$ cat src/sv/ps2s1_pkg.sv
`timescale 1ns / 1ps

package ps2s1_pkg;

	localparam int MAX_EVENTS   = 64;
	localparam int KEY_MAP_SIZE = 128;
	localparam int CNT_W        = $clog2(MAX_EVENTS + 1);

	localparam logic [6:0] KEY_LSHIFT  = 7'h2A;
	localparam logic [6:0] KEY_RSHIFT  = 7'h36;
	localparam logic [6:0] KEY_CAPS    = 7'h3A;
	localparam int         RELEASE_BIT = 7;

	typedef enum logic [1:0] {
		KIND_SCAN  = 2'd0,
		KIND_CLEAR = 2'd1,
		KIND_QUERY = 2'd2
	} kind_t;

	// one write into the key-down map
	typedef struct packed {
		logic       en;
		logic [6:0] key;
		logic       down;
	} keymap_wr_t;

	typedef struct packed {
		logic       accepted;
		logic [7:0] event_scancode;
		logic [6:0] event_char;
		logic [5:0] event_slot;
		logic       key_down;
		logic       shift_held;
		logic       caps_on;
		logic [6:0] event_count;
	} result_t;

	function automatic logic [6:0] plain_char(input logic [6:0] key);
		logic [6:0] c;
		case (key)
			7'h02: c = 7'("1");
			7'h03: c = 7'("2");
			7'h04: c = 7'("3");
			7'h05: c = 7'("4");
			7'h06: c = 7'("5");
			7'h07: c = 7'("6");
			7'h08: c = 7'("7");
			7'h09: c = 7'("8");
			7'h0A: c = 7'("9");
			7'h0B: c = 7'("0");
			7'h0C: c = 7'("-");
			7'h0D: c = 7'("=");
			7'h0F: c = 7'("\t");
			7'h10: c = 7'("q");
			7'h11: c = 7'("w");
			7'h12: c = 7'("e");
			7'h13: c = 7'("r");
			7'h14: c = 7'("t");
			7'h15: c = 7'("y");
			7'h16: c = 7'("u");
			7'h17: c = 7'("i");
			7'h18: c = 7'("o");
			7'h19: c = 7'("p");
			7'h1A: c = 7'("[");
			7'h1B: c = 7'("]");
			7'h1C: c = 7'("\n");
			7'h1E: c = 7'("a");
			7'h1F: c = 7'("s");
			7'h20: c = 7'("d");
			7'h21: c = 7'("f");
			7'h22: c = 7'("g");
			7'h23: c = 7'("h");
			7'h24: c = 7'("j");
			7'h25: c = 7'("k");
			7'h26: c = 7'("l");
			7'h27: c = 7'(";");
			7'h28: c = 7'("'");
			7'h2B: c = 7'("\\");
			7'h2C: c = 7'("z");
			7'h2D: c = 7'("x");
			7'h2E: c = 7'("c");
			7'h2F: c = 7'("v");
			7'h30: c = 7'("b");
			7'h31: c = 7'("n");
			7'h32: c = 7'("m");
			7'h33: c = 7'(",");
			7'h34: c = 7'(".");
			7'h35: c = 7'("/");
			7'h39: c = 7'(" ");
			default: c = 7'd0;
		endcase
		return c;
	endfunction

	function automatic logic [6:0] shift_char(input logic [6:0] key);
		logic [6:0] c;
		case (key)
			7'h02: c = 7'("!");
			7'h03: c = 7'("@");
			7'h04: c = 7'("#");
			7'h05: c = 7'("$");
			7'h06: c = 7'("%");
			7'h07: c = 7'("^");
			7'h08: c = 7'("&");
			7'h09: c = 7'("*");
			7'h0A: c = 7'("(");
			7'h0B: c = 7'(")");
			7'h0C: c = 7'("_");
			7'h0D: c = 7'("+");
			7'h0F: c = 7'("\t");
			7'h10: c = 7'("Q");
			7'h11: c = 7'("W");
			7'h12: c = 7'("E");
			7'h13: c = 7'("R");
			7'h14: c = 7'("T");
			7'h15: c = 7'("Y");
			7'h16: c = 7'("U");
			7'h17: c = 7'("I");
			7'h18: c = 7'("O");
			7'h19: c = 7'("P");
			7'h1A: c = 7'("{");
			7'h1B: c = 7'("}");
			7'h1C: c = 7'("\n");
			7'h1E: c = 7'("A");
			7'h1F: c = 7'("S");
			7'h20: c = 7'("D");
			7'h21: c = 7'("F");
			7'h22: c = 7'("G");
			7'h23: c = 7'("H");
			7'h24: c = 7'("J");
			7'h25: c = 7'("K");
			7'h26: c = 7'("L");
			7'h27: c = 7'(":");
			7'h28: c = 7'("\"");
			7'h2B: c = 7'("|");
			7'h2C: c = 7'("Z");
			7'h2D: c = 7'("X");
			7'h2E: c = 7'("C");
			7'h2F: c = 7'("V");
			7'h30: c = 7'("B");
			7'h31: c = 7'("N");
			7'h32: c = 7'("M");
			7'h33: c = 7'("<");
			7'h34: c = 7'(">");
			7'h35: c = 7'("?");
			7'h39: c = 7'(" ");
			default: c = 7'd0;
		endcase
		return c;
	endfunction

endpackage

$ cat src/sv/ps2s1_if.sv
`timescale 1ns / 1ps

interface ps2s1_in_if;
	logic       valid;
	logic       ready;
	logic [1:0] kind;
	logic [7:0] data_byte;

	modport source (output valid, output kind, output data_byte, input ready);
	modport sink (input valid, input kind, input data_byte, output ready);
endinterface

interface ps2s1_out_if;
	logic       valid;
	logic       ready;
	logic       accepted;
	logic [7:0] event_scancode;
	logic [6:0] event_char;
	logic [5:0] event_slot;
	logic       key_down;
	logic       shift_held;
	logic       caps_on;
	logic [6:0] event_count;

	modport source (output valid, output accepted, output event_scancode, output event_char,
		output event_slot, output key_down, output shift_held, output caps_on,
		output event_count, input ready);
	modport sink (input valid, input accepted, input event_scancode, input event_char,
		input event_slot, input key_down, input shift_held, input caps_on,
		input event_count, output ready);
endinterface

$ cat src/sv/ps2_set1_scancode_to_ascii.sv
`timescale 1ns / 1ps

// PS/2 scan code set 1 to ASCII decoder. Each input transaction is a received scan
// byte, a clear of the event count, or a query of one key's held state; each one
// yields exactly one output transaction. A scan byte is taken as an event while
// fewer than MAX_EVENTS events are counted: it updates the key-down map, the shift
// and caps-lock flags, and reports the raw byte, its ASCII character (0 for
// releases, modifiers and unmapped keys) and its slot. At the limit the byte is
// dropped with accepted low until a clear. A transaction passes through the input
// register, then the result register; one transaction per cycle is sustained while
// the sink is ready, limited only by the single state update done between the two
// registers. The output register lets a new transaction enter while a finished
// result still waits for the sink. After reset the key-down map is cleared one
// key per cycle, so the input stays not ready until all 128 keys are cleared.

module ps2_set1_scancode_to_ascii (
	input  logic        clk,
	input  logic        arst_n,
	ps2s1_in_if.sink    in_ch,
	ps2s1_out_if.source out_ch
);

	// input stage
	logic       v_s1;
	logic [1:0] kind_s1;
	logic [7:0] data_s1;

	// result stage
	logic                v_s2;
	ps2s1_pkg::result_t  res_s2;

	// decoder state
	logic                        shift_q;
	logic                        caps_q;
	logic [ps2s1_pkg::CNT_W-1:0] cnt_q;

	logic                        adv;
	logic                        take_scan;
	logic [6:0]                  key;
	logic                        rel;
	logic                        is_shift;
	logic                        shift_nx;
	logic                        caps_nx;
	logic [ps2s1_pkg::CNT_W-1:0] cnt_nx;
	logic [6:0]                  ch;
	logic                        down;
	logic                        map_busy;
	ps2s1_pkg::keymap_wr_t       map_wr;
	ps2s1_pkg::result_t          res_nx;

	// advance the input stage whenever the result register is free or draining
	assign adv         = v_s1 && (!v_s2 || out_ch.ready);
	// hold off input while the key map is being cleared
	assign in_ch.ready = (!v_s1 || adv) && !map_busy;

	always_ff @(posedge clk or negedge arst_n) begin
		if (!arst_n) begin
			v_s1 <= 1'b0;
		end else if (in_ch.ready) begin
			v_s1 <= in_ch.valid;
		end
	end

	always_ff @(posedge clk) begin
		if (in_ch.valid && in_ch.ready) begin
			kind_s1 <= in_ch.kind;
			data_s1 <= in_ch.data_byte;
		end
	end

	assign key      = data_s1[6:0];
	assign rel      = data_s1[ps2s1_pkg::RELEASE_BIT];
	assign is_shift = (key == ps2s1_pkg::KEY_LSHIFT) || (key == ps2s1_pkg::KEY_RSHIFT);

	// a scan byte counts as an event only below the limit
	assign take_scan = (kind_s1 == ps2s1_pkg::KIND_SCAN)
		&& (int'(cnt_q) < ps2s1_pkg::MAX_EVENTS);

	ps2s1_char_lut u_lut (
		.key   (key),
		.shift (shift_q),
		.caps  (caps_q),
		.ch    (ch)
	);

	assign map_wr.en   = adv && take_scan;
	assign map_wr.key  = key;
	assign map_wr.down = !rel;

	// the map is read as the transaction enters the input register
	ps2s1_keymap u_map (
		.clk     (clk),
		.arst_n  (arst_n),
		.wr      (map_wr),
		.rd_en   (in_ch.valid && in_ch.ready),
		.rd_key  (in_ch.data_byte),
		.rd_down (down),
		.busy    (map_busy)
	);

	always_comb begin
		shift_nx = shift_q;
		caps_nx  = caps_q;
		cnt_nx   = cnt_q;
		res_nx   = '0;
		case (kind_s1)
			ps2s1_pkg::KIND_SCAN: begin
				if (take_scan) begin
					res_nx.accepted       = 1'b1;
					res_nx.event_scancode = data_s1;
					res_nx.event_slot     = 6'(cnt_q);
					cnt_nx                = cnt_q + 1'b1;
					if (rel) begin
						// release: only shift keys change state
						if (is_shift) begin
							shift_nx = 1'b0;
						end
					end else if (key == ps2s1_pkg::KEY_CAPS) begin
						caps_nx = !caps_q;
					end else if (is_shift) begin
						shift_nx = 1'b1;
					end else begin
						res_nx.event_char = ch;
					end
				end
			end
			ps2s1_pkg::KIND_CLEAR: begin
				cnt_nx = '0;
			end
			ps2s1_pkg::KIND_QUERY: begin
				res_nx.key_down = down;
			end
			default: begin
				// unused kind: report state only
			end
		endcase
		res_nx.shift_held  = shift_nx;
		res_nx.caps_on     = caps_nx;
		res_nx.event_count = 7'(cnt_nx);
	end

	always_ff @(posedge clk or negedge arst_n) begin
		if (!arst_n) begin
			shift_q <= 1'b0;
			caps_q  <= 1'b0;
			cnt_q   <= '0;
			v_s2    <= 1'b0;
		end else begin
			if (adv) begin
				shift_q <= shift_nx;
				caps_q  <= caps_nx;
				cnt_q   <= cnt_nx;
				v_s2    <= 1'b1;
			end else if (out_ch.ready) begin
				v_s2 <= 1'b0;
			end
		end
	end

	always_ff @(posedge clk) begin
		if (adv) begin
			res_s2 <= res_nx;
		end
	end

	assign out_ch.valid          = v_s2;
	assign out_ch.accepted       = res_s2.accepted;
	assign out_ch.event_scancode = res_s2.event_scancode;
	assign out_ch.event_char     = res_s2.event_char;
	assign out_ch.event_slot     = res_s2.event_slot;
	assign out_ch.key_down       = res_s2.key_down;
	assign out_ch.shift_held     = res_s2.shift_held;
	assign out_ch.caps_on        = res_s2.caps_on;
	assign out_ch.event_count    = res_s2.event_count;

`ifndef SYNTHESIS
	a_cnt_bound: assert property (@(posedge clk) disable iff (!arst_n)
		int'(cnt_q) <= ps2s1_pkg::MAX_EVENTS)
		else $error("event count above limit");

	a_cnt_step: assert property (@(posedge clk) disable iff (!arst_n)
		adv && take_scan |=> cnt_q == $past(cnt_q) + 1'b1)
		else $error("event count did not advance on a taken scan byte");

	a_shift_set: assert property (@(posedge clk) disable iff (!arst_n)
		adv && take_scan && !rel && is_shift |=> shift_q)
		else $error("shift press did not set shift");

	a_rel_nochar: assert property (@(posedge clk) disable iff (!arst_n)
		v_s2 && res_s2.accepted && res_s2.event_scancode[7] |-> res_s2.event_char == 7'd0)
		else $error("release produced a character");

	a_drop_quiet: assert property (@(posedge clk) disable iff (!arst_n)
		v_s2 && !res_s2.accepted |-> res_s2.event_scancode == 8'd0 && res_s2.event_slot == 6'd0)
		else $error("dropped item carries event fields");
`endif

endmodule

$ cat src/sv/ps2s1_char_lut.sv
`timescale 1ns / 1ps

module ps2s1_char_lut (
	input  logic [6:0] key,
	input  logic       shift,
	input  logic       caps,
	output logic [6:0] ch
);

	logic [6:0] lo;
	logic [6:0] hi;
	logic       letter;
	logic       upper;

	always_comb begin
		lo     = ps2s1_pkg::plain_char(key);
		hi     = ps2s1_pkg::shift_char(key);
		letter = lo inside {[7'("a"):7'("z")]};
		// caps lock only flips letters
		upper  = letter ? (shift ^ caps) : shift;
		ch     = upper ? hi : lo;
	end

endmodule

$ cat src/sv/ps2s1_keymap.sv
`timescale 1ns / 1ps

module ps2s1_keymap (
	input  logic                  clk,
	input  logic                  arst_n,
	input  ps2s1_pkg::keymap_wr_t wr,
	input  logic                  rd_en,
	input  logic [7:0]            rd_key,
	output logic                  rd_down,
	output logic                  busy
);

	// key-down bits live in a RAM; after reset a clearing pass zeroes one entry per cycle
	logic       mem [ps2s1_pkg::KEY_MAP_SIZE];
	logic [6:0] clr_idx_q;
	logic       clr_q;
	logic       rd_q;
	logic       wr_ok;
	logic       wr_hit;

	assign wr_ok  = wr.en && (int'(wr.key) < ps2s1_pkg::KEY_MAP_SIZE);
	assign wr_hit = wr_ok && (wr.key == rd_key[6:0]);

	always_ff @(posedge clk or negedge arst_n) begin
		if (!arst_n) begin
			clr_q     <= 1'b1;
			clr_idx_q <= '0;
		end else if (clr_q) begin
			clr_idx_q <= clr_idx_q + 1'b1;
			if (clr_idx_q == 7'(ps2s1_pkg::KEY_MAP_SIZE - 1)) begin
				clr_q <= 1'b0;
			end
		end
	end

	always_ff @(posedge clk) begin
		if (clr_q) begin
			mem[clr_idx_q] <= 1'b0;
		end else if (wr_ok) begin
			mem[wr.key] <= wr.down;
		end
	end

	// registered read; forward a write to the same key at the same edge
	always_ff @(posedge clk) begin
		if (rd_en) begin
			if (int'(rd_key) >= ps2s1_pkg::KEY_MAP_SIZE) begin
				rd_q <= 1'b0;
			end else if (wr_hit) begin
				rd_q <= wr.down;
			end else begin
				rd_q <= mem[rd_key[6:0]];
			end
		end
	end

	assign rd_down = rd_q;
	assign busy    = clr_q;

endmodule
$ cat src/flat_wrapper.sv
// flat-port wrapper written by rule: the top's interface ports become plain ports
module ps2_set1_scancode_to_ascii_flat 
  (clk, arst_n, in_ch_valid, in_ch_kind, in_ch_data_byte, in_ch_ready, out_ch_valid, out_ch_accepted, out_ch_event_scancode, out_ch_event_char, out_ch_event_slot, out_ch_key_down, out_ch_shift_held, out_ch_caps_on, out_ch_event_count, out_ch_ready);
  ps2s1_in_if in_ch_i ();
  ps2s1_out_if out_ch_i ();
  input  logic clk;
  input  logic arst_n;
  input wire logic [$bits(in_ch_i.valid)-1:0] in_ch_valid;
  input wire logic [$bits(in_ch_i.kind)-1:0] in_ch_kind;
  input wire logic [$bits(in_ch_i.data_byte)-1:0] in_ch_data_byte;
  output wire logic [$bits(in_ch_i.ready)-1:0] in_ch_ready;
  output wire logic [$bits(out_ch_i.valid)-1:0] out_ch_valid;
  output wire logic [$bits(out_ch_i.accepted)-1:0] out_ch_accepted;
  output wire logic [$bits(out_ch_i.event_scancode)-1:0] out_ch_event_scancode;
  output wire logic [$bits(out_ch_i.event_char)-1:0] out_ch_event_char;
  output wire logic [$bits(out_ch_i.event_slot)-1:0] out_ch_event_slot;
  output wire logic [$bits(out_ch_i.key_down)-1:0] out_ch_key_down;
  output wire logic [$bits(out_ch_i.shift_held)-1:0] out_ch_shift_held;
  output wire logic [$bits(out_ch_i.caps_on)-1:0] out_ch_caps_on;
  output wire logic [$bits(out_ch_i.event_count)-1:0] out_ch_event_count;
  input wire logic [$bits(out_ch_i.ready)-1:0] out_ch_ready;
  assign in_ch_i.valid = in_ch_valid;
  assign in_ch_i.kind = in_ch_kind;
  assign in_ch_i.data_byte = in_ch_data_byte;
  assign in_ch_ready = in_ch_i.ready;
  assign out_ch_valid = out_ch_i.valid;
  assign out_ch_accepted = out_ch_i.accepted;
  assign out_ch_event_scancode = out_ch_i.event_scancode;
  assign out_ch_event_char = out_ch_i.event_char;
  assign out_ch_event_slot = out_ch_i.event_slot;
  assign out_ch_key_down = out_ch_i.key_down;
  assign out_ch_shift_held = out_ch_i.shift_held;
  assign out_ch_caps_on = out_ch_i.caps_on;
  assign out_ch_event_count = out_ch_i.event_count;
  assign out_ch_i.ready = out_ch_ready;
  ps2_set1_scancode_to_ascii u_core (.clk(clk), .arst_n(arst_n), .in_ch(in_ch_i), .out_ch(out_ch_i));
endmodule
$ cat config.mk
export PLATFORM = sky130hd
export DESIGN_NAME = ps2_set1_scancode_to_ascii_flat
export DESIGN_NICKNAME = d
export VERILOG_FILES = /design/src/sv/ps2s1_pkg.sv /design/src/sv/ps2s1_if.sv /design/src/sv/ps2_set1_scancode_to_ascii.sv /design/src/sv/ps2s1_char_lut.sv /design/src/sv/ps2s1_keymap.sv /design/src/flat_wrapper.sv
export SDC_FILE = /design/constraint.sdc
export NUM_CORES = 1
export LEC_CHECK = 0
export BUFFER_PORTS_ARGS = -buffer_cell sky130_fd_sc_hd__buf_2
export CORE_MARGIN = 3
export CORE_UTILIZATION = 35
export CTS_CLUSTER_SIZE = 20
export DETAILED_ROUTE_END_ITERATION = 16
export GPL_TIMING_DRIVEN = 0
export PLACE_DENSITY = 0.59
export SYNTH_ARGS = -nofsm -noshare
export SYNTH_HDL_FRONTEND = slang
export SYNTH_SLANG_ARGS = --single-unit
$ cat constraint.sdc
create_clock -name clk -period 6.9 [get_ports clk]
set_input_delay 2.07 -clock clk [delete_from_list [all_inputs] [get_ports clk]]
set_output_delay 2.07 -clock clk [all_outputs]
set_load 0.005 [all_outputs]
==> flow_metrics.tcl, run 1 <==
set metrics [dict create \
    clkTransAtPathRegs_ns 0.05 \
    place_congestion 0.918 \
    cts_root_buf "clkbuf_16" \
    cp.arrival_ns 5.97 \
    first_pass_iters 5 \
    p_sw_uw 732 \
    cp_data_required_time_ns 7.27 \
    max-vdd-ir-drop_v 0.000160 \
    n_antenna_cell 0 \
    leakage_uw 0.00428 \
    ys_seq_area_share_pct 56.2 \
    synth_nets 940 \
    syn_inst 912 \
    worst_slack_ns 1.30 \
    critPathMaxFanout 10 \
    avgRoutedWirePerCell_um 20.2 \
    post-cts-setup-buffer-count 0 \
    avgSynthCellArea_um2 11.5 \
    setup_viol 0 \
    yosysWarningCount 0 \
    post_cts_resized 0 \
    combPwrFrac_pct 13.2 \
    synth.distinct_cells 72 \
    fin_cells 1384 \
    status "finished clean" \
    grt_max_degree 52 \
    layout-drive-gt1-share_pct 16.8 \
    ys_dominant_reg_cell "edfxtp_1" \
    grt_pass1_wl_mm 42.8 \
    syn-cell-area_mm2 0.0105 \
    slew_violations 0 \
    place_inst 1344 \
    synth_edf_count 171 \
    ys_ff_latch 204 \
    rows 62 \
    numPortBuffers 46 \
    tightest_slew_ns 0.981 \
    fp.dieW_um 179 \
    coreArea_mm2 0.0291 \
    fillCellCount 2885 \
    routed_via_density 5.52 \
    relSlewSlack_pct 32.7 \
    worstSetupPathType "in2reg" \
    switching_share_pct 25.2 \
    synth_common_cells "nor2_1 (172), edfxtp_1 (171), nand2_1 (77)" \
    design.die.area_mm2 0.0321 \
    endpoint_kind "flop" \
    cts_tree "done" \
    synth.top_cells.by_area "edfxtp_1 (49%), mux4_2 (7.3%), nor2_1 (6.2%), dfrtp_1 (4.3%), mux2i_1 (2.8%)" \
    cts-hold-fix-buffers 0 \
    dieHeight_um 179 \
    grt_pass1_vias 7261 \
    netlist.area_leader.share_pct 49.0 \
    drt_iter0_drc 880 \
    period_minus_slack_ns 5.60 \
    dp_hpwl_mm 19.4 \
    worstHoldPathType "reg2reg" \
    synth.most_common_cell "nor2_1" \
    power.density_mw_per_mm2 244 \
    start_util_pct 36.1 \
    p_int_uw 2170 \
    max_cap_violations 0 \
    grt_util_all_layers_pct 17.5 \
    clkLatencyLatePin_ns 0.51 \
    hold_violations 0 \
    startpoint_type "input pin" \
    dp_slack_ns 0.857 \
    synthArstFlopShare_pct 9.31 \
    yosysTopAreaCell "edfxtp_1" \
    period_share_pct 81.2 \
    clockBufferDepth 3 \
    gr-total-overflow 0 \
    routed_wl_mm 27.9 \
    finClkSkew_ns 0.0217 \
    fin_nets 1012 \
    area_delta_synth_final_pct 13.7 \
    fmax_mhz 179 \
    clock-sinks 204 \
    share_seq_of_total_power_pct 49.0 \
    drc 0 \
    ant_nets 0 \
    io_pins 48 \
    antenna_found_initial 0 \
    rsz0062_at_grt "no" \
    h-tree-depth 1 \
    numCtsBuffers 22 \
    vias 7637 \
    clockPowerShare_pct 37.8 \
]
cell usage in the layout (no fill, tap or decap), types with 5 or more instances in the layout:
cell / count
clkbuf_1: 40
nor3_1: 18
mux2_2: 9
nand2_1: 77
nor4_1: 11
nand2b_1: 13
o22ai_1: 7
mux4_2: 34
clkinv_1: 5
inv_1: 26
a31oi_1: 17
nand4_1: 12
ha_1: 14
mux2i_1: 29
and2_1: 13
a21oi_1: 19
clkbuf_16: 22
xnor2_1: 9
o31ai_1: 6
edfxtp_1: 171
o21ai_0: 30
nand3_1: 20
dfrtp_1: 18
dfxtp_1: 14
or2_2: 9
a211oi_1: 5
buf_2: 63
a31o_2: 5
xor2_1: 13
nor2_1: 171
per-layer routing:
metal / track usage (%) / up-vias / wire (um)
met4: 4.54 / 0 / 734
met2: 28.5 / 335 / 13000
met3: 2.56 / 55 / 1900
met1: 24.5 / 3739 / 12300
met5: 0 / - / 0
li1: - / 3508 / -
cell families after synthesis:
group | count (synthesis) | share of synthesized area (%)
DFF | 204 | 56.2
adders and majority gates | 14 | 1.67
buffers and inverters | 89 | 3.77
and+or+nand+nor | 375 | 16.6
xor gates and xnor gates | 23 | 1.99
AOI/OAI and AO/OA | 135 | 8.74
muxes | 72 | 11.0
cell type report:
class	count	area, um^2	share of cell area, %
well taps	384	480	4.03
repair buffers	48	270	2.27
clock buffers	31	594	4.98
clock inverters	9	82.6	0.692
flip-flops and latches	204	5890	49.4
plain buffers	61	287	2.40
multi-input cells	619	4210	35.3
inverters	28	110	0.923
worst max-delay path: stages:
cell      delay (ns)
buf_2           0.12
nand3b_1        0.32
nand3_1         0.26
buf_2           0.28
mux2i_1         0.85
inv_1           0.36
ha_1            0.48
inv_1           0.17
o21ai_0         0.12
a31oi_1         0.36
o22ai_1         0.17
a211oi_1        0.40
per-stage QoR:
stage               hold WS (ns)  setup TNS [ns]  cell area [um^2]  util, %  total power (uW)
detailed placement         0.517               0             11200     38.7              1820
CTS                        0.530               0             11900     41.0              2930
floorplan                  0.461               0             10500        -              1700
global placement           0.510         -319.20             11200     38.5              1830
global route               0.560               0             11900     41.0              3020
finish                     0.526               0             11900     41.0              2900
sequential cells by signal (all words and copies together), names as in the netlist, 2 cells and up, named ones only:
signal / count
u_core.u_map.mem: 128
u_core.out_ch.event_slot: 6
u_core.data_s1: 8
u_core.kind_s1: 2
u_core.cnt_q: 7
u_core.u_map.clr_idx_q: 7
u_core.out_ch.event_scancode: 8
u_core.out_ch.event_count: 7
u_core.out_ch.event_char: 7
power by group through the flow:
stage / combinational [uW] / sequential [uW] / clock [uW]
after floorplan: 253 / 1440 / 0
after global placement: 376 / 1450 / 0
after detailed placement: 377 / 1450 / 0
after CTS: 378 / 1420 / 1130
after global routing: 421 / 1430 / 1180
final: 383 / 1420 / 1100
worst paths after layout:
check,startpoint,end,slack [ns],cells past startpoint
worst min register to register,u_core.caps_q,u_core.caps_q,0.53,1
worst max register to register,u_core.u_map.busy,flop,2.41,12
worst min-delay path,u_core.caps_q,u_core.caps_q,0.53,1
worst max-delay path,out_ch_ready,flop,1.30,12
max in group asynchronous,arst_n,u_core.u_map.busy,5.03,1
min in group asynchronous,arst_n,u_core.cnt_q[0],1.52,1
Note: power is estimated with default switching activity, not from simulation.
==> inputs of run 2 (changes only) <==
PLACE_DENSITY = 0.61   (was 0.59)
clock period = 5.1 ns   (was 6.9 ns; I/O delays follow)
==> flow_metrics.tcl, run 2 (same netlist as run 1, synthesis figures left out) <==
set metrics [dict create \
    drc 0 \
    avgRoutedWirePerCell_um 20.5 \
    clockPowerShare_pct 38.7 \
    path_buf_inv 4 \
    cts_root_buf "clkbuf_16" \
    cts_tree "done" \
    leakage_uw 0.00430 \
    status "finished clean" \
    setup_viol 0 \
    h-tree-depth 1 \
    p_int_uw 2950 \
    drt_iter0_drc 998 \
    p_sw_uw 1030 \
    layout-drive-gt1-share_pct 17.4 \
    start_util_pct 36.1 \
    post-cts-setup-buffer-count 0 \
    clock-sinks 204 \
    cp.arrival_ns 4.90 \
    clkLatencyLatePin_ns 0.52 \
    numPortBuffers 46 \
    finClkSkew_ns 0.0183 \
    worstSetupPathType "in2reg" \
    rsz0062_at_grt "no" \
    grt_pass1_wl_mm 43.4 \
    startpoint_type "input pin" \
    cpLargestDelayFamily "compound AO/OA/AOI/OAI gates" \
    cp_data_required_time_ns 5.47 \
    regMostFlops "u_core.u_map.mem" \
    hold_violations 0 \
    cts-hold-fix-buffers 0 \
    relSlewSlack_pct 40.5 \
    slowest_stage "mux2i_4" \
    max-vdd-ir-drop_v 0.000275 \
    slew_violations 0 \
    share_seq_of_total_power_pct 48.3 \
    switching_share_pct 25.9 \
    first_pass_iters 8 \
    fin_nets 1012 \
    max_cap_violations 0 \
    place_congestion 0.904 \
    tightest_slew_ns 0.893 \
    ant_nets 0 \
    dp_hpwl_mm 19.6 \
    grt_pass1_vias 7362 \
    r2r_setup_slack_ns 1.12 \
    largest_reg_flops 128 \
    finalHoldWorstSlack_ns 0.535 \
    gr-total-overflow 0 \
    routed_wl_mm 28.3 \
    max_stage_delay_ns 0.50 \
    period_minus_slack_ns 4.53 \
    vias 7691 \
    routed_via_density 5.56 \
    grt_util_all_layers_pct 17.6 \
    fmax_mhz 221 \
    clockBufferDepth 3 \
    worstHoldPathType "reg2reg" \
    antenna_found_initial 1 \
    grt_max_degree 54 \
    design.die.area_mm2 0.0321 \
    power.density_mw_per_mm2 333 \
    endpoint_kind "flop" \
    fin_setup_tns_ns 0 \
    n_antenna_cell 0 \
    critPathMaxFanout 10 \
    period_share_pct 88.8 \
    rows 62 \
    path_cells "buf_2 -> nand3b_1 -> nand3_1 -> buf_2 -> mux2i_4 -> inv_1 -> ha_1 -> inv_1 -> o21ai_0 -> a31oi_1 -> o22ai_1 -> a211oi_1" \
    numCtsBuffers 22 \
    area_delta_synth_final_pct 14.0 \
    clkTransAtPathRegs_ns 0.06 \
    coreArea_mm2 0.0291 \
    dieHeight_um 179 \
    final_cell_mix "nor2_1 (171), edfxtp_1 (171), nand2_1 (77), buf_2 (63), clkbuf_1 (35)" \
    combPwrFrac_pct 13.0 \
    io_pins 48 \
    fp.dieW_um 179 \
]
[run 2: cell types whose count changed in the layout (fill, tap and decap cells not counted)]
cell / change
clkbuf_8: +1
mux2i_4: +1
clkinvlp_4: -1
clkbuf_1: -5
mux2i_1: -1
clkinv_1: -1
inv_6: +1
clkinv_2: +3
inv_8: +1
[run 2: area by class of cell]
cell class	count	area, um^2
Clock inverter	12	106
Sequential cell	204	5890
Buffer	61	287
Inverter	28	110
Fill cell	2858	17100
Multi-Input combinational cell	619	4220
Timing Repair Buffer	48	270
Clock buffer	27	589
Tap cell	384	480
[run 2: layer usage]
layer,vias up,GRT usage (%),part of all wire (%)
li1,3517,-,-
met1,3730,24.9,42
met2,382,28.1,45
met3,60,2.82,9.0
met4,2,5.22,3.0
met5,-,0,0.032
[run 2: power groups by stage]
stage          clock, uW  combinational (uW)  sequential [uW]
3_5_place_dp           0                 508             1960
4_1_cts             1570                 510             1930
3_3_place_gp           0                 504             1960
2_1_floorplan          0                 343             1950
5_1_grt             1630                 565             1930
6_report            1540                 519             1930
[run 2: final timing paths]
path	from	to	cells after the start
min in group asynchronous	arst_n	u_core.cnt_q[2]	1
max reg2reg	u_core.u_map.busy	flop	12
max	out_ch_ready	flop	12
max in group asynchronous	arst_n	u_core.u_map.busy	1
min	u_core.caps_q	u_core.caps_q	1
min reg2reg	u_core.caps_q	u_core.caps_q	1
[run 2: worst reg2reg max path: stages (launching register included)]
cell and delay (ns):
dfstp_2 0.51, clkbuf_1 0.29, inv_1 0.18, nand3_1 0.18, buf_2 0.30, mux2i_4 0.50
inv_1 0.25, ha_1 0.44, inv_1 0.16, o21ai_0 0.12, a31oi_1 0.34, o22ai_1 0.17
a211oi_1 0.40
[run 2: what timing repair did]
item                                    CTS  global route
gates resized for setup                   0             2
endpoints found under the hold margin     0             0
endpoints found under the setup margin    0             2
[run 2: stage by stage]
| stage | utilization, % | cell area (um^2) | power, uW | instances | setup WS [ns] |
|---|---|---|---|---|---|
| 2_1_floorplan | - | 10500 | 2300 | 912 | 0.420 |
| 3_3_place_gp | 38.5 | 11200 | 2470 | 1342 | -1.49 |
| 3_5_place_dp | 38.7 | 11200 | 2470 | 1344 | -0.345 |
| 4_1_cts | 41.1 | 11900 | 4000 | 1383 | 0.166 |
| 5_1_grt | 41.1 | 12000 | 4130 | 1383 | 0.240 |
| 6_report | 41.1 | 12000 | 3990 | 1383 | 0.569 |
==> inputs of run 3 (changes only) <==
BUFFER_PORTS_ARGS = -buffer_cell sky130_fd_sc_hd__buf_4   (was -buffer_cell sky130_fd_sc_hd__buf_2)
RECOVER_POWER = 25   (was unset)
==> flow_metrics.tcl, run 3 (same netlist as run 1, synthesis figures left out) <==
set metrics [dict create \
    rows 62 \
    vias 7758 \
    coreArea_mm2 0.0291 \
    status "complete, but fails checks" \
    period_share_pct 94.7 \
    numCtsBuffers 23 \
    gr-total-overflow 0 \
    grt_max_degree 45 \
    drt_iter0_drc 1107 \
    avgRoutedWirePerCell_um 20.4 \
    setup_viol 0 \
    drc 0 \
    critPathMaxFanout 10 \
    routed_wl_mm 28.3 \
    total_power_uw 3990 \
    dp_hpwl_mm 20.0 \
    clock-sinks 204 \
    rsz0062_at_grt "no" \
    place_inst 1345 \
    wl_met1_mm 12.4 \
    final-seq-area_mm2 0.00589 \
    grt_pass1_wl_mm 43.7 \
    place_congestion 0.937 \
    top_layer_used "met4" \
    cpLargestDelayFamily "compound AO/OA/AOI/OAI gates" \
    cp.arrival_ns 5.19 \
    tightest_slew_ns 1.88 \
    clockBufferDepth 3 \
    io_pins 48 \
    startpoint_type "input pin" \
    area_delta_synth_final_pct 14.6 \
    cts_tree "done" \
    cts-hold-fix-buffers 0 \
    slew_violations 42 \
    antenna_found_initial 0 \
    worstHoldPathType "reg2reg" \
    grt_pass1_vias 7474 \
    post-cts-setup-buffer-count 0 \
    design.die.area_mm2 0.0321 \
    final_cell_mix "nor2_1 (171), edfxtp_1 (171), nand2_1 (77), clkbuf_1 (56), mux4_2 (34)" \
    placed_area_mm2 0.0114 \
    start_util_pct 36.1 \
    h-tree-depth 1 \
    post_cts_resized 0 \
    crit_top_cell "inv_1" \
    cts_root_buf "clkbuf_16" \
    routed_via_density 5.60 \
    slowest_stage "mux2i_2" \
    fp.dieW_um 179 \
    violations "capacitance limit, slew limit" \
    leakage_uw 0.00426 \
    first_pass_iters 6 \
    fmax_mhz 207 \
    grt_util_all_layers_pct 17.7 \
    fin_cells 1385 \
    max-vdd-ir-drop_v 0.000261 \
    n_antenna_cell 0 \
    ant_nets 0 \
    layout-drive-gt1-share_pct 15.5 \
    fin_nets 1014 \
    max_cap_violations 1 \
    clkTransAtPathRegs_ns 0.06 \
    cp_data_required_time_ns 5.47 \
    fin_setup_tns_ns 0 \
    endpoint_kind "flop" \
    finalHoldWorstSlack_ns 0.517 \
    design_area_mm2 0.0120 \
    path_cells "clkbuf_1 -> nand3b_1 -> nand3_1 -> buf_2 -> mux2i_2 -> inv_1 -> ha_1 -> inv_1 -> o21ai_0 -> a31oi_1 -> o22ai_1 -> a211oi_1" \
    fillCellCount 2880 \
    met2_length_mm 13.0 \
    period_minus_slack_ns 4.83 \
    largest_reg_flops 128 \
    worstSetupPathType "in2reg" \
    clkLatencyLatePin_ns 0.53 \
    hold_violations 0 \
    relSlewSlack_pct -25.4 \
    numPortBuffers 46 \
    power.density_mw_per_mm2 332 \
    max_stage_delay_ns 0.66 \
    path_buf_inv 4 \
    multi_input_area_mm2 0.00421 \
    wl_met3_mm 2.11 \
    finClkSkew_ns 0.0265 \
    regMostFlops "u_core.u_map.mem" \
    dieHeight_um 179 \
]
==> run 3: cell types whose count changed in the layout (fill, tap and decap cells not counted), sizes merged <==
cell / previous run / this run
clkbuf: 61 / 111
buf: 75 / 28
inv: 28 / 27
clkinv: 11 / 10
clkinvlp: 0 / 1
==> run 3: routing by layer <==
layer	global-route usage, %	up-vias
met5	0	-
met1	24.9	3819
met3	2.82	64
li1	-	3529
met2	28.4	346
met4	4.96	0
==> run 3: power breakdown <==
| part | switching, uW | internal, uW |
|---|---|---|
| clock | 647 | 885 |
| combinational | 328 | 198 |
| sequential | 46.0 | 1880 |
==> run 3: worst reg2reg max path: stages, from the launching register on <==
cell	delay (ns)
dfstp_2	0.51
clkbuf_1	0.29
inv_1	0.17
nand3_1	0.18
buf_2	0.28
mux2i_2	0.66
inv_1	0.29
ha_1	0.47
inv_1	0.17
o21ai_0	0.13
a31oi_1	0.35
o22ai_1	0.18
a211oi_1	0.43
==> run 3: area by class of cell <==
cell class              instances  area share [%]
flip-flops and latches        204            49.0
multi-input cells             619            35.0
clock buffers                  29            4.98
well taps                     384            4.00
repair buffers                 49            3.06
plain buffers                  61            2.24
inverters                      28           0.885
clock inverters                11           0.791
==> run 3: through the flow <==
stage                     setup slack (ns)  util (%)
after floorplan                      0.420         -
after global placement               -1.51      38.9
after detailed placement            -0.461      39.2
after CTS                           0.0756      41.6
after global routing                0.0526      41.3
final                                0.273      41.3
==> run 3: path summary, 6_finish.rpt <==
| kind | start | to | slack (ns) | depth (start not counted) |
|---|---|---|---|---|
| worst max-delay path | out_ch_ready | flop | 0.27 | 12 |
| worst min-delay path | u_core.caps_q | u_core.caps_q | 0.52 | 1 |
| worst max register to register | u_core.u_map.busy | flop | 0.84 | 12 |
| worst min register to register | u_core.caps_q | u_core.caps_q | 0.52 | 1 |
| max in group asynchronous | arst_n | u_core.caps_q | 3.20 | 1 |
| min in group asynchronous | arst_n | u_core.cnt_q[1] | 1.22 | 1 |
